==> src/rtl/deq_pkg.sv <==
// Shared types and constants for the circular deque block.
// Holds request codes, status codes, FSM states and the result record.
// No dependencies; imported by deq_ctrl, deq_out and circular_deque.
`timescale 1ns / 1ps

package deq_pkg;

    // Default ring capacity in words
    localparam int CAPACITY_DEF = 16;

    // Field widths
    localparam int DATA_W    = 32;
    localparam int MODE_W    = 3;
    localparam int STATUS_W  = 2;
    localparam int OCC_W     = 5;
    localparam int S_TDATA_W = 32;
    localparam int S_TUSER_W = 3;
    localparam int M_TDATA_W = 40;
    localparam int M_TUSER_W = 2;

    // Request codes
    localparam logic [MODE_W-1:0] MODE_INS_FRONT = 3'd0;
    localparam logic [MODE_W-1:0] MODE_INS_BACK  = 3'd1;
    localparam logic [MODE_W-1:0] MODE_DEL_FRONT = 3'd2;
    localparam logic [MODE_W-1:0] MODE_DEL_BACK  = 3'd3;
    localparam logic [MODE_W-1:0] MODE_DUMP      = 3'd4;

    // Result status codes
    typedef enum logic [STATUS_W-1:0] {
        ST_OK    = 2'd0,
        ST_EMPTY = 2'd1,
        ST_FULL  = 2'd2
    } status_t;

    // Controller states
    typedef enum logic {
        S_IDLE,
        S_EXEC
    } state_t;

    // One result record handed to the output stage
    typedef struct packed {
        logic [DATA_W-1:0] value;
        status_t           status;
        logic              last;
        logic [OCC_W-1:0]  occupancy;
    } result_t;

endpackage

==> src/rtl/deq_ram.sv <==
// Ring store of the deque: one write port, one read port.
// Read data is registered and holds until the next read; no reset on contents.
// Depends on nothing outside this file.
`timescale 1ns / 1ps

module deq_ram #(
    parameter int DEPTH  = 16,
    parameter int ADDR_W = 4,
    parameter int DATA_W = 32
) (
    input  logic              aclk,
    input  logic              wr_en,
    input  logic [ADDR_W-1:0] wr_addr,
    input  logic [DATA_W-1:0] wr_data,
    input  logic              rd_en,
    input  logic [ADDR_W-1:0] rd_addr,
    output logic [DATA_W-1:0] rd_data
);

    logic [DATA_W-1:0] mem [DEPTH];
    logic [DATA_W-1:0] rd_data_reg;

    // Write port
    always_ff @(posedge aclk) begin
        if (wr_en) begin
            mem[wr_addr] <= wr_data;
        end
    end

    // Registered read port
    always_ff @(posedge aclk) begin
        if (rd_en) begin
            rd_data_reg <= mem[rd_addr];
        end
    end

    assign rd_data = rd_data_reg;

endmodule

==> src/rtl/deq_ctrl.sv <==
// Deque controller: front pointer, word count and the request sequencer.
// Drives the ring store ports and hands result records to the output stage.
// Depends on deq_pkg.
`timescale 1ns / 1ps

module deq_ctrl #(
    parameter  int CAPACITY = deq_pkg::CAPACITY_DEF,
    localparam int IW       = $clog2(CAPACITY),
    localparam int CW       = $clog2(CAPACITY + 1)
) (
    input  logic                         aclk,
    input  logic                         aresetn,
    input  logic                         req_valid,
    output logic                         req_ready,
    input  logic [deq_pkg::MODE_W-1:0]   req_mode,
    input  logic [deq_pkg::DATA_W-1:0]   req_value,
    output logic                         ram_wr_en,
    output logic [IW-1:0]                ram_wr_addr,
    output logic [deq_pkg::DATA_W-1:0]   ram_wr_data,
    output logic                         ram_rd_en,
    output logic [IW-1:0]                ram_rd_addr,
    input  logic [deq_pkg::DATA_W-1:0]   ram_rd_data,
    input  logic                         res_free,
    output logic                         res_push,
    output deq_pkg::result_t             res
);

    import deq_pkg::*;

    state_t              state_reg, state_next;
    logic [IW-1:0]       front_reg, front_next;
    logic [CW-1:0]       count_reg, count_next;
    logic [MODE_W-1:0]   mode_reg, mode_next;
    logic [DATA_W-1:0]   value_reg, value_next;
    logic [IW-1:0]       idx_reg, idx_next;
    logic                full;
    logic                empty;
    logic                dump_last;
    logic [IW-1:0]       front_dec;

    // Ring position base + off, both below CAPACITY
    function automatic logic [IW-1:0] ring_add(logic [IW-1:0] base, logic [CW-1:0] off);
        logic [IW:0] sum;
        sum = {1'b0, base} + (IW + 1)'(off);
        if (sum >= (IW + 1)'(CAPACITY)) begin
            sum = sum - (IW + 1)'(CAPACITY);
        end
        return sum[IW-1:0];
    endfunction

    assign full      = (count_reg == CW'(CAPACITY));
    assign empty     = (count_reg == '0);
    assign dump_last = ((CW'(idx_reg) + CW'(1)) == count_reg);
    assign front_dec = (front_reg == '0) ? IW'(CAPACITY - 1) : front_reg - IW'(1);

    // State and pointer registers
    always_ff @(posedge aclk) begin
        if (!aresetn) begin
            state_reg <= S_IDLE;
            front_reg <= '0;
            count_reg <= '0;
        end else begin
            state_reg <= state_next;
            front_reg <= front_next;
            count_reg <= count_next;
        end
    end

    // Request payload and dump offset
    always_ff @(posedge aclk) begin
        mode_reg  <= mode_next;
        value_reg <= value_next;
        idx_reg   <= idx_next;
    end

    // Sequence one request; reads are issued and registered ahead of their use,
    // and writes occur only in the execute step, so no access to one entry overlaps
    always_comb begin
        state_next    = state_reg;
        front_next    = front_reg;
        count_next    = count_reg;
        mode_next     = mode_reg;
        value_next    = value_reg;
        idx_next      = idx_reg;
        req_ready     = 1'b0;
        ram_wr_en     = 1'b0;
        ram_wr_addr   = ring_add(front_reg, count_reg);
        ram_wr_data   = value_reg;
        ram_rd_en     = 1'b0;
        ram_rd_addr   = front_reg;
        res_push      = 1'b0;
        res.value     = '0;
        res.status    = ST_OK;
        res.last      = 1'b1;
        res.occupancy = OCC_W'(count_reg);

        case (state_reg)
            S_IDLE: begin
                req_ready = 1'b1;
                if (req_valid) begin
                    mode_next  = req_mode;
                    value_next = req_value;
                    idx_next   = '0;
                    // drop unknown codes without a result
                    if (req_mode <= MODE_DUMP) begin
                        state_next = S_EXEC;
                    end
                    // fetch the word a delete or dump will need
                    ram_rd_en = (req_mode inside {MODE_DEL_FRONT, MODE_DEL_BACK, MODE_DUMP})
                                && !empty;
                    if (req_mode == MODE_DEL_BACK) begin
                        ram_rd_addr = ring_add(front_reg, count_reg - CW'(1));
                    end
                end
            end

            S_EXEC: begin
                case (mode_reg)
                    MODE_INS_FRONT, MODE_INS_BACK: begin
                        res_push = res_free;
                        if (full) begin
                            res.status = ST_FULL;
                        end else begin
                            res.occupancy = OCC_W'(count_reg + CW'(1));
                            if (res_free) begin
                                ram_wr_en  = 1'b1;
                                count_next = count_reg + CW'(1);
                                if (mode_reg == MODE_INS_FRONT) begin
                                    ram_wr_addr = front_dec;
                                    front_next  = front_dec;
                                end
                            end
                        end
                        if (res_free) begin
                            state_next = S_IDLE;
                        end
                    end

                    MODE_DEL_FRONT, MODE_DEL_BACK: begin
                        res_push = res_free;
                        if (empty) begin
                            res.status = ST_EMPTY;
                        end else begin
                            res.value     = ram_rd_data;
                            res.occupancy = OCC_W'(count_reg - CW'(1));
                            if (res_free) begin
                                count_next = count_reg - CW'(1);
                                if (mode_reg == MODE_DEL_FRONT) begin
                                    front_next = ring_add(front_reg, CW'(1));
                                end
                            end
                        end
                        if (res_free) begin
                            state_next = S_IDLE;
                        end
                    end

                    MODE_DUMP: begin
                        res_push = res_free;
                        if (empty) begin
                            res.status = ST_EMPTY;
                            if (res_free) begin
                                state_next = S_IDLE;
                            end
                        end else begin
                            res.value = ram_rd_data;
                            res.last  = dump_last;
                            if (res_free) begin
                                if (dump_last) begin
                                    state_next = S_IDLE;
                                end else begin
                                    // advance to the next word while this one leaves
                                    ram_rd_en   = 1'b1;
                                    ram_rd_addr = ring_add(front_reg,
                                                           CW'(idx_reg) + CW'(1));
                                    idx_next    = idx_reg + IW'(1);
                                end
                            end
                        end
                    end

                    default: begin
                        state_next = S_IDLE;
                    end
                endcase
            end

            default: begin
                state_next = S_IDLE;
            end
        endcase
    end

    // Count never passes the ring size
    a_count_bound: assert property (@(posedge aclk) disable iff (!aresetn)
        count_reg <= CW'(CAPACITY))
        else $error("deque count above capacity");

    // Store is never read and written in one cycle
    a_no_rw_overlap: assert property (@(posedge aclk) disable iff (!aresetn)
        !(ram_wr_en && ram_rd_en))
        else $error("ring store read and write overlap");

    // A stored insert grows the count by one
    a_insert_count: assert property (@(posedge aclk) disable iff (!aresetn)
        (ram_wr_en && res_push) |=> (count_reg == $past(count_reg) + CW'(1)))
        else $error("insert did not advance count");

    // A successful front delete moves the front pointer
    a_del_front: assert property (@(posedge aclk) disable iff (!aresetn)
        (state_reg == S_EXEC && mode_reg == MODE_DEL_FRONT && res_push && !empty)
        |=> (front_reg == ring_add($past(front_reg), CW'(1))))
        else $error("front delete did not move front pointer");

endmodule

==> src/rtl/deq_out.sv <==
// Output register stage for deque results onto the master stream side.
// Holds one result until taken and reports when a new one may be loaded.
// Depends on deq_pkg.
`timescale 1ns / 1ps

module deq_out (
    input  logic                           aclk,
    input  logic                           aresetn,
    input  logic                           res_push,
    input  deq_pkg::result_t               res,
    output logic                           res_free,
    output logic                           m_tvalid,
    input  logic                           m_tready,
    output logic [deq_pkg::M_TDATA_W-1:0]  m_tdata,
    output logic [deq_pkg::M_TUSER_W-1:0]  m_tuser,
    output logic                           m_tlast
);

    import deq_pkg::*;

    logic    m_tvalid_reg;
    result_t res_reg;

    assign res_free = !m_tvalid_reg || m_tready;

    // Valid flag: set on load, clear when taken
    always_ff @(posedge aclk) begin
        if (!aresetn) begin
            m_tvalid_reg <= 1'b0;
        end else if (res_push) begin
            m_tvalid_reg <= 1'b1;
        end else if (m_tready) begin
            m_tvalid_reg <= 1'b0;
        end
    end

    // Payload: load only into a free slot
    always_ff @(posedge aclk) begin
        if (res_push && res_free) begin
            res_reg <= res;
        end
    end

    assign m_tvalid = m_tvalid_reg;
    assign m_tdata  = {(M_TDATA_W - DATA_W - OCC_W)'(0), res_reg.occupancy, res_reg.value};
    assign m_tuser  = res_reg.status;
    assign m_tlast  = res_reg.last;

    // A pending result is never overwritten
    a_no_overwrite: assert property (@(posedge aclk) disable iff (!aresetn)
        res_push |-> res_free)
        else $error("result pushed into a full output stage");

    // A result that was not taken stays in place
    a_hold: assert property (@(posedge aclk) disable iff (!aresetn)
        (m_tvalid && !m_tready) |=> (m_tvalid && $stable(m_tdata) && $stable(m_tlast)))
        else $error("stalled result changed");

endmodule

==> src/rtl/circular_deque.sv <==
// Bounded double-ended queue of signed 32-bit words kept in a ring store.
// Insert/delete: taken in the accept step, result formed in the execute step and then
// registered in the output stage; the next request is taken once that result is handed on;
// a dump streams one word per cycle after the first read while the output is not stalled.
// Reset: front pointer and count clear at once; store contents stay undefined, no sweep.
// Depends on deq_pkg, deq_ram, deq_ctrl and deq_out.
`timescale 1ns / 1ps

module circular_deque #(
    parameter int CAPACITY = deq_pkg::CAPACITY_DEF
) (
    input  logic                           aclk,
    input  logic                           aresetn,
    input  logic                           s_tvalid,
    output logic                           s_tready,
    input  logic [deq_pkg::S_TDATA_W-1:0]  s_tdata,   // [31:0] item_value
    input  logic [deq_pkg::S_TUSER_W-1:0]  s_tuser,   // [2:0] mode
    output logic                           m_tvalid,
    input  logic                           m_tready,
    output logic [deq_pkg::M_TDATA_W-1:0]  m_tdata,   // [31:0] out_value, [36:32] occupancy
    output logic [deq_pkg::M_TUSER_W-1:0]  m_tuser,   // [1:0] status
    output logic                           m_tlast    // last_flag
);

    import deq_pkg::*;

    localparam int IDX_W = $clog2(CAPACITY);

    logic              ram_wr_en;
    logic [IDX_W-1:0]  ram_wr_addr;
    logic [DATA_W-1:0] ram_wr_data;
    logic              ram_rd_en;
    logic [IDX_W-1:0]  ram_rd_addr;
    logic [DATA_W-1:0] ram_rd_data;
    logic              res_free;
    logic              res_push;
    result_t           res;

    // Ring store
    deq_ram #(
        .DEPTH  (CAPACITY),
        .ADDR_W (IDX_W),
        .DATA_W (DATA_W)
    ) u_ram (
        .aclk    (aclk),
        .wr_en   (ram_wr_en),
        .wr_addr (ram_wr_addr),
        .wr_data (ram_wr_data),
        .rd_en   (ram_rd_en),
        .rd_addr (ram_rd_addr),
        .rd_data (ram_rd_data)
    );

    // Request sequencer and pointers
    deq_ctrl #(
        .CAPACITY (CAPACITY)
    ) u_ctrl (
        .aclk        (aclk),
        .aresetn     (aresetn),
        .req_valid   (s_tvalid),
        .req_ready   (s_tready),
        .req_mode    (s_tuser),
        .req_value   (s_tdata),
        .ram_wr_en   (ram_wr_en),
        .ram_wr_addr (ram_wr_addr),
        .ram_wr_data (ram_wr_data),
        .ram_rd_en   (ram_rd_en),
        .ram_rd_addr (ram_rd_addr),
        .ram_rd_data (ram_rd_data),
        .res_free    (res_free),
        .res_push    (res_push),
        .res         (res)
    );

    // Result register
    deq_out u_out (
        .aclk     (aclk),
        .aresetn  (aresetn),
        .res_push (res_push),
        .res      (res),
        .res_free (res_free),
        .m_tvalid (m_tvalid),
        .m_tready (m_tready),
        .m_tdata  (m_tdata),
        .m_tuser  (m_tuser),
        .m_tlast  (m_tlast)
    );

endmodule
==> config.mk <==
export PLATFORM = sky130hd
export DESIGN_NAME = circular_deque
export DESIGN_NICKNAME = d
export VERILOG_FILES = /design/src/rtl/deq_pkg.sv /design/src/rtl/deq_ram.sv /design/src/rtl/deq_ctrl.sv /design/src/rtl/deq_out.sv /design/src/rtl/circular_deque.sv
export SDC_FILE = /design/constraint.sdc
export NUM_CORES = 1
export LEC_CHECK = 0
export CAP_MARGIN = 20
export CORE_ASPECT_RATIO = 2
export CORE_MARGIN = 2
export CORE_UTILIZATION = 55
export CTS_BUF_LIST = sky130_fd_sc_hd__clkbuf_4
export CTS_CLUSTER_DIAMETER = 30
export DETAILED_ROUTE_END_ITERATION = 16
export DONT_BUFFER_PORTS = 1
export PLACE_DENSITY = 0.7
export SYNTH_ARGS = -nofsm -noshare
export SYNTH_HDL_FRONTEND = slang
export SYNTH_SLANG_ARGS = --single-unit
==> constraint.sdc <==
create_clock -name aclk -period 5.9 [get_ports aclk]
set_input_delay 0.885 -clock aclk [delete_from_list [all_inputs] [get_ports aclk]]
set_output_delay 0.885 -clock aclk [all_outputs]
set_load 0.005 [all_outputs]
# Yosys cells after proc, flatten, opt, wreduce, memory -nomap -nowiden
# Memory sizes are Yosys's and may differ from the RTL's. A register that Yosys moved wholly into a read port is not among the register bits.
# Index checks and enable logic that the tools add are counted.
[totals] ramBits=512 word_cells=141 memories=1 output_inout_bits=45 reg_bits=90
[op_classes] magnitude_cmp=5 n_reduce_logical=22 n_eq_ne=20 mux=66 addsub=13 bitwise=3
[memory_table] memory="u_ram.mem" words=16 word_bits=32 read_ports=1 rd_clocked_by_memory_dff=1 write_ports=1 line="deq_ram.sv:20" text="logic [DATA_W-1:0] mem [DEPTH];"
[ops] operator="4-bit two-way mux" count=27
[ops] operator="5-bit two-way mux" count=7
[ops] operator="4-bit case mux with 2 select lines" count=3
[ops] operator="1-bit two-way mux" count=22
[ops] operator="5-bit >= comparator, second input constant" count=4
[ops] operator="5-bit case mux with 2 select lines" count=2
[ops] operator="4-bit by 1-bit subtractor with 4-bit output, second input constant" count=5
[ops] operator="4-bit by 5-bit adder with 5-bit output" count=3
[ops] operator="3-bit by 2-bit == test with 1-bit output, second input constant" count=4
[ops] operator="2-bit inequality test, second input constant" count=6
[ops] operator="4-bit by 1-bit adder with 5-bit output, second input constant" count=2
[ops] operator="2-bit by 1-bit inequality test with 1-bit output, second input constant" count=5
[ops] operator="3-bit OR reduction" count=3
[ops] operator="8-bit AND reduction" count=1
[ops] operator="3-bit == test, second input constant" count=2
[ops] operator="1-bit case mux with 2 select lines" count=3
[ops] operator="6-bit AND reduction" count=1
[ops] operator="5-bit by 1-bit adder with 5-bit output, second input constant" count=1
[ops] operator="5-bit == test" count=1
[ops] operator="5-bit == test, second input constant" count=1
[ops] operator="5-bit zero test" count=1
[ops] operator="5-bit AND reduction" count=1
[ops] operator="5-bit OR reduction" count=1
[ops] operator="5-bit by 1-bit subtractor with 5-bit output, second input constant" count=1
[ops] operator="other kinds (16)" count=22

# Depth between registers and ports, before layout
[logic_depth] ltp_word=9 depth_mapped=15 mapped_depth_nobuf=12

# By module
# A second synthesis with hierarchy kept.
[unflattened] cells_unflattened=1195 area_unflattened_um2=24567.3
[modules_own_cells] mod="deq_ram" area_each_um2=20155.6 n_inst=1 cells_each=838
[modules_own_cells] mod="deq_ctrl" area_each_um2=3126.7 n_inst=1 cells_each=308
[modules_own_cells] mod="deq_out" area_each_um2=1285.0 n_inst=1 cells_each=49

# Least setup slack after synthesis
# No wires, ideal clock.
[synth_path] path_type="flip-flop to flip-flop" startpoint="reg u_ctrl.count_reg[0]" endpoint="mem u_ram.mem[0][0], enable pin" slack_ns=1.496 synth_period_minus_slack_ns=4.404 arrival_ns=3.983 t_required_ns=5.479 stages_incl_launch_ff=13 path_buffers=1 path_cell_list="dfxtp_1 buf_2 inv_1 ha_1 nor3b_1 and2_1 nor3_1 nand3_1 nor2_1 mux2i_1 inv_1 or2_2 nor2_1"
[synth_between] elab_chain_cells=8 elab_cells_between_ends=15
[synth_rtl] element="start: declaration" line="deq_ctrl.sv:32" text="logic [CW-1:0] count_reg, count_next;"
[synth_rtl] element="start signal: assignment" line="deq_ctrl.sv:65" text="count_reg <= count_next;"
[synth_rtl] element="4-bit by 5-bit adder with 5-bit output" line="deq_ctrl.sv:44" text="sum = {1'b0, base} + (IW + 1)'(off);"
[synth_rtl] element="4-bit by 1-bit subtractor with 4-bit output / 5-bit >= comparator (equally long branches)" line="deq_ctrl.sv:46, deq_ctrl.sv:45"
[synth_rtl] element="4-bit two-way mux" line="deq_ctrl.sv:45" text="if (sum >= (IW + 1)'(CAPACITY)) begin"
[synth_rtl] element="4-bit two-way mux" line="deq_ctrl.sv:128" text="if (mode_reg == MODE_INS_FRONT) begin"
[synth_rtl] element="4-bit two-way mux" line="deq_ctrl.sv:125" text="if (res_free) begin"
[synth_rtl] element="4-bit two-way mux" line="deq_ctrl.sv:121" text="if (full) begin"
[synth_rtl] element="4-bit two-way mux" line="deq_ctrl.sv:118" text="case (mode_reg)"
[synth_rtl] element="4-bit two-way mux" line="deq_ctrl.sv:97" text="case (state_reg)"
[synth_rtl] element="end: declaration" line="deq_ram.sv:20"
# Parallel ways exist; a longest one is shown, timed or not.

# Worst setup path in the final report
[layout_path] startpoint="reg u_ctrl.count_reg[0]" endpoint="mem u_ram.mem[3][4], enable pin"
# The elaborated chain is that of the path after synthesis.

==> results.md <==
Synth:
- In this run, synthesis produced a sequential element count of between 600 and 700.
- The Yosys step of the flow raised 0 warnings.
- Dividing the synthesized area by the synthesized cell count gives between 10 and 15 um2.
- The distinct cell type count of the synthesized netlist is 55.
- By area the synthesized netlist is led by edfxtp_1, nand2_1, nand3_1.
- Of the post-synthesis cell area, the dominant cell type holds 74.0%.
- The dominant register cell in the synthesized netlist is edfxtp_1.
- Synthesis produced a netlist whose cell count is around 1800.
- Sequential elements use about three quarters of the synthesized area.
- Counting flops with a built-in enable in the synthesized netlist gives 623.
- Of all cell types, the one taking the most synthesized area is edfxtp_1.
- The cell area after synthesis is 25300 um2.
- After synthesis, the share of flip-flops with an asynchronous set or reset is 0%.

Detailed routing:
- The total vias in the final route is about 15000.
- After detailed routing, the average wire length per cell comes to roughly 22 um.
- The wire length on met2 is 30200 um.
- Wires add up to between 50000 and 60000 um.
- The remaining antenna violation count is 0.
- The detailed-route wire length on metal 1 is roughly 22000 um.
- Signal routing reaches up to met4.
- The detailed-route DRC error count is 0.
- The via density per instance is just under 6.
- The sum of met3 wire segment lengths after detailed routing is 3460 um.
- In this run, the number of DRC markers left after iteration 0 of detailed routing was ~1400.
- The first detailed-routing pass took 5 iterations.

Critical path:
- The cell with the biggest individual delay on the critical path is nor2_4.
- The startpoint identified for the worst register-to-register timing path is u_ctrl.count_reg[0].
- The worst setup path is captured at a register.
- In this design, the stage delay of the slowest critical-path cell is approximately 0.70 ns.
- STA classifies the critical path startpoint as a register.
- The number of cells traversed by the worst register-to-register path is 12.
- The endpoint identified for the worst register-to-register timing path is u_ram.mem[3][4].
- The count of buffering cells on the critical path with inverters included is 3.
- The most numerous cell type found on the critical path is inv_1.
- The worst setup path startpoint is u_ctrl.count_reg[0].
- The critical path is of the register to register type.
- Of all nets on the critical path, the largest fanout is 23.
- The worst endpoint required time is 6.45 ns.
- The setup slack on the worst flop-to-flop path is between 1 and 1.5 ns.
- The signal on the critical path passes through inv_1 -> ha_1 -> nor3b_1 -> and2_1 -> nor3_1 -> nand3_1 -> nor2_1 -> mux2i_1 -> inv_1 -> or2_2 -> nor2_4 -> buf_4.
- The arrival time reported for the critical path endpoint is between 5 and 6 ns.
- The kind of cell with the highest combined delay along the critical path is simple AND/OR/NAND/NOR gates.

Global routing:
- The initial antenna violation count came to 1.
- Summed over all layers, the global routing overflow is 0.
- The maximum number of pins on one net before global-route repair is 73.
- The global-route wire length before repair is between 80000 and 90000 um.
- The via count of the first global-routing pass is 15000.
- Across every metal layer, demand over resource in global routing totals 24.4%.

Die:
- The floorplan die area is roughly 48000 um2.
- The vertical die dimension is a little over 300 um.
- The number of primary I/O pins is 84.
- The effective utilization at floorplan is between 50% and 60%.
- The horizontal die dimension is 156 um.
- Row generation in the floorplan step produced about 110 rows.
- The area of the core is 45600 um2.

Timing:
- The period utilization is 79.5%.
- The max-slew headroom at the worst pin is a little over a quarter.
- The final critical delay including setup and external delays is around 4.7 ns.
- The final hold violation count is 0.
- The maximum clock frequency is 213 MHz.
- Setup repair after global routing left no endpoint under its margin.
- The maximum clock skew at final layout is around 0.054 ns.
- At the pin with the least slew margin, the transition time is between 1 and 1.5 ns.
- The worst path meets setup with 1.21 ns of slack.
- Setup violations remaining at the end of the flow were counted as 0.
- The accumulated negative setup slack is 0 ns.
- The max-slew violation count is 0.

Worst hold path:
- The capture endpoint of the worst hold path is u_ctrl.ram_wr_data[15].
- The class of the tightest hold or removal check is input pin to register.
- The hold path depth is 0.
- The startpoint of the worst hold path is s_tdata[15].

Final layout:
- u_ram.mem holds more flip-flops than any other register.
- The area added between synthesis and finish is 10.6%.
- The final standard cell utilization of the core is 61.4%.
- The register with the most flip-flops in the layout has ~510 of them.
- The number of fillers in the final layout is approximately 3500.
- The fraction of layout cells with a size suffix above 1 is between 10% and 20%.
- The post-route cell area is ~28000 um2.
- At the end of the flow, the number of nets in the layout was 1960.

CTS:
- The number of buffers on the longest clock path is 3.
- The tree is rooted in a clkbuf_4.
- TritonCTS built the clock tree.
- The deepest level of the CTS H-tree is 4.
- The total CTS buffers is 140.
- The clock drives 634 sinks.
- Clock-pin slew was measured on the worst setup and hold paths at 0.07 ns.
- In this run, post-CTS repair resized a total of 0 instances.
- Buffers inserted to repair hold after CTS numbered 0.
- After clock tree synthesis, the setup repair step added 0 buffers.
- The worst-skew pair later-pin latency is between 0.8 and 0.9 ns.

Placement:
- The placed instances occupy a cell area of between 20000 and 30000 um2.
- Timing analysis after detailed placement gives a worst setup slack of ~1.3 ns.
- The HPWL after detailed placement is 34300 um.
- Port buffering added 0 buffers.
- The routability congestion estimate is roughly 0.84.

Status:
- The flow ran to the end, and the final reports show no timing, DRC or antenna violations.

Pwr:
- Dividing total power by cell area gives a power density of 314 nW/um2.
- The worst-case IR drop observed on VDD is 0.190 mV.
- The total leakage power is 0.00952 uW.

Job:
- The reported max-cap violation count is 0.
## per-layer routing
layer,GRT usage (%),up-vias
li1,-,6912
met1,30.3,7330
met2,42.2,611
met3,4.10,114
met4,10.8,0
met5,0,-
## layout make-up
type | instances | area, um2 | share of cell area [%]
timing repair buffer | 45 | 523 | 1.87
clock buffer | 197 | 1480 | 5.29
clock inverter | 37 | 267 | 0.953
tap | 565 | 707 | 2.53
antenna | 1 | 2.50 | 0.00895
multi-input combinational | 1065 | 5990 | 21.4
inverter | 17 | 63.8 | 0.228
sequential | 634 | 18900 | 67.7
## where the power goes
| group | leakage (uW) | internal (uW) | switching (uW) |
|---|---|---|---|
| Combinational | 0.00272 | 124 | 268 |
| Clock | 0.00103 | 1710 | 1600 |
| Sequential | 0.00577 | 4990 | 83.9 |
| Total | 0.00952 | 6830 | 1950 |
## cells by family after synthesis
kind of cell    share of synthesized area [%]
mux                                      3.72
other cells                            0.0148
compound gates                           2.76
simple gates                             14.6
buf+inv                                  2.29
flops                                    74.8
xor+xnor                                0.831
fa+ha+maj                               0.979
## metrics by stage
| stage | power, uW | hold slack [ns] | cells |
|---|---|---|---|
| 2_1_floorplan | 5400 | 0.496 | 1821 |
| 3_3_place_gp | 5560 | 0.501 | 2317 |
| 3_5_place_dp | 5570 | 0.503 | 2320 |
| 4_1_cts | 8870 | 0.0473 | 2554 |
| 6_report | 8780 | 0.116 | 2561 |
| 5_1_grt | 9120 | 0.0631 | 2561 |
## synthesized netlist by cell type (2+ instances only)
| master | instances |
|---|---|
| edfxtp_1 | 623 |
| nand2_1 | 418 |
| nand3_1 | 295 |
| mux2i_1 | 94 |
| clkbuf_1 | 53 |
| nor2_1 | 47 |
| and2_1 | 34 |
| buf_2 | 33 |
| a32oi_1 | 31 |
| a21oi_1 | 19 |
| ha_1 | 15 |
| inv_1 | 15 |
| o21ai_0 | 14 |
| buf_4 | 13 |
| xnor2_1 | 13 |
| dfxtp_1 | 11 |
| xor2_1 | 11 |
| nor3_1 | 9 |
| nand2b_1 | 7 |
| nor2b_1 | 5 |
| a21o_1 | 4 |
| buf_6 | 4 |
| o31ai_1 | 4 |
| fa_1 | 3 |
| nor2_2 | 3 |
| or2_2 | 3 |
| a221oi_1 | 2 |
| a22o_1 | 2 |
| a31oi_1 | 2 |
| and3_1 | 2 |
| buf_1 | 2 |
| inv_2 | 2 |
| nand3b_1 | 2 |
| nand4_1 | 2 |
| o211ai_1 | 2 |
## worst max path at each step
stage	end	cells past startpoint	slack (ns)
floorplan	u_ram.mem[0][0]	12	1.50
global placement	u_ram.mem[1][20]	11	1.38
detailed placement	u_ram.mem[15][18]	12	1.32
CTS	u_ram.mem[15][17]	12	1.25
global route	u_ram.mem[15][17]	12	0.89
finish	u_ram.mem[3][4]	12	1.21
## layout by cell type (no fill, tap or decap), types with 22 or more instances in the layout
| master | synthesis | final |
|---|---|---|
| nor2_1 | 47 | 29 |
| mux2i_1 | 94 | 94 |
| clkinv_1 | 0 | 22 |
| and2_1 | 34 | 33 |
| edfxtp_1 | 623 | 623 |
| nand3_1 | 295 | 295 |
| nand2_1 | 418 | 417 |
| clkbuf_4 | 0 | 197 |
| a32oi_1 | 31 | 31 |
| buf_4 | 13 | 32 |
Power figures use the tool's default switching activity.
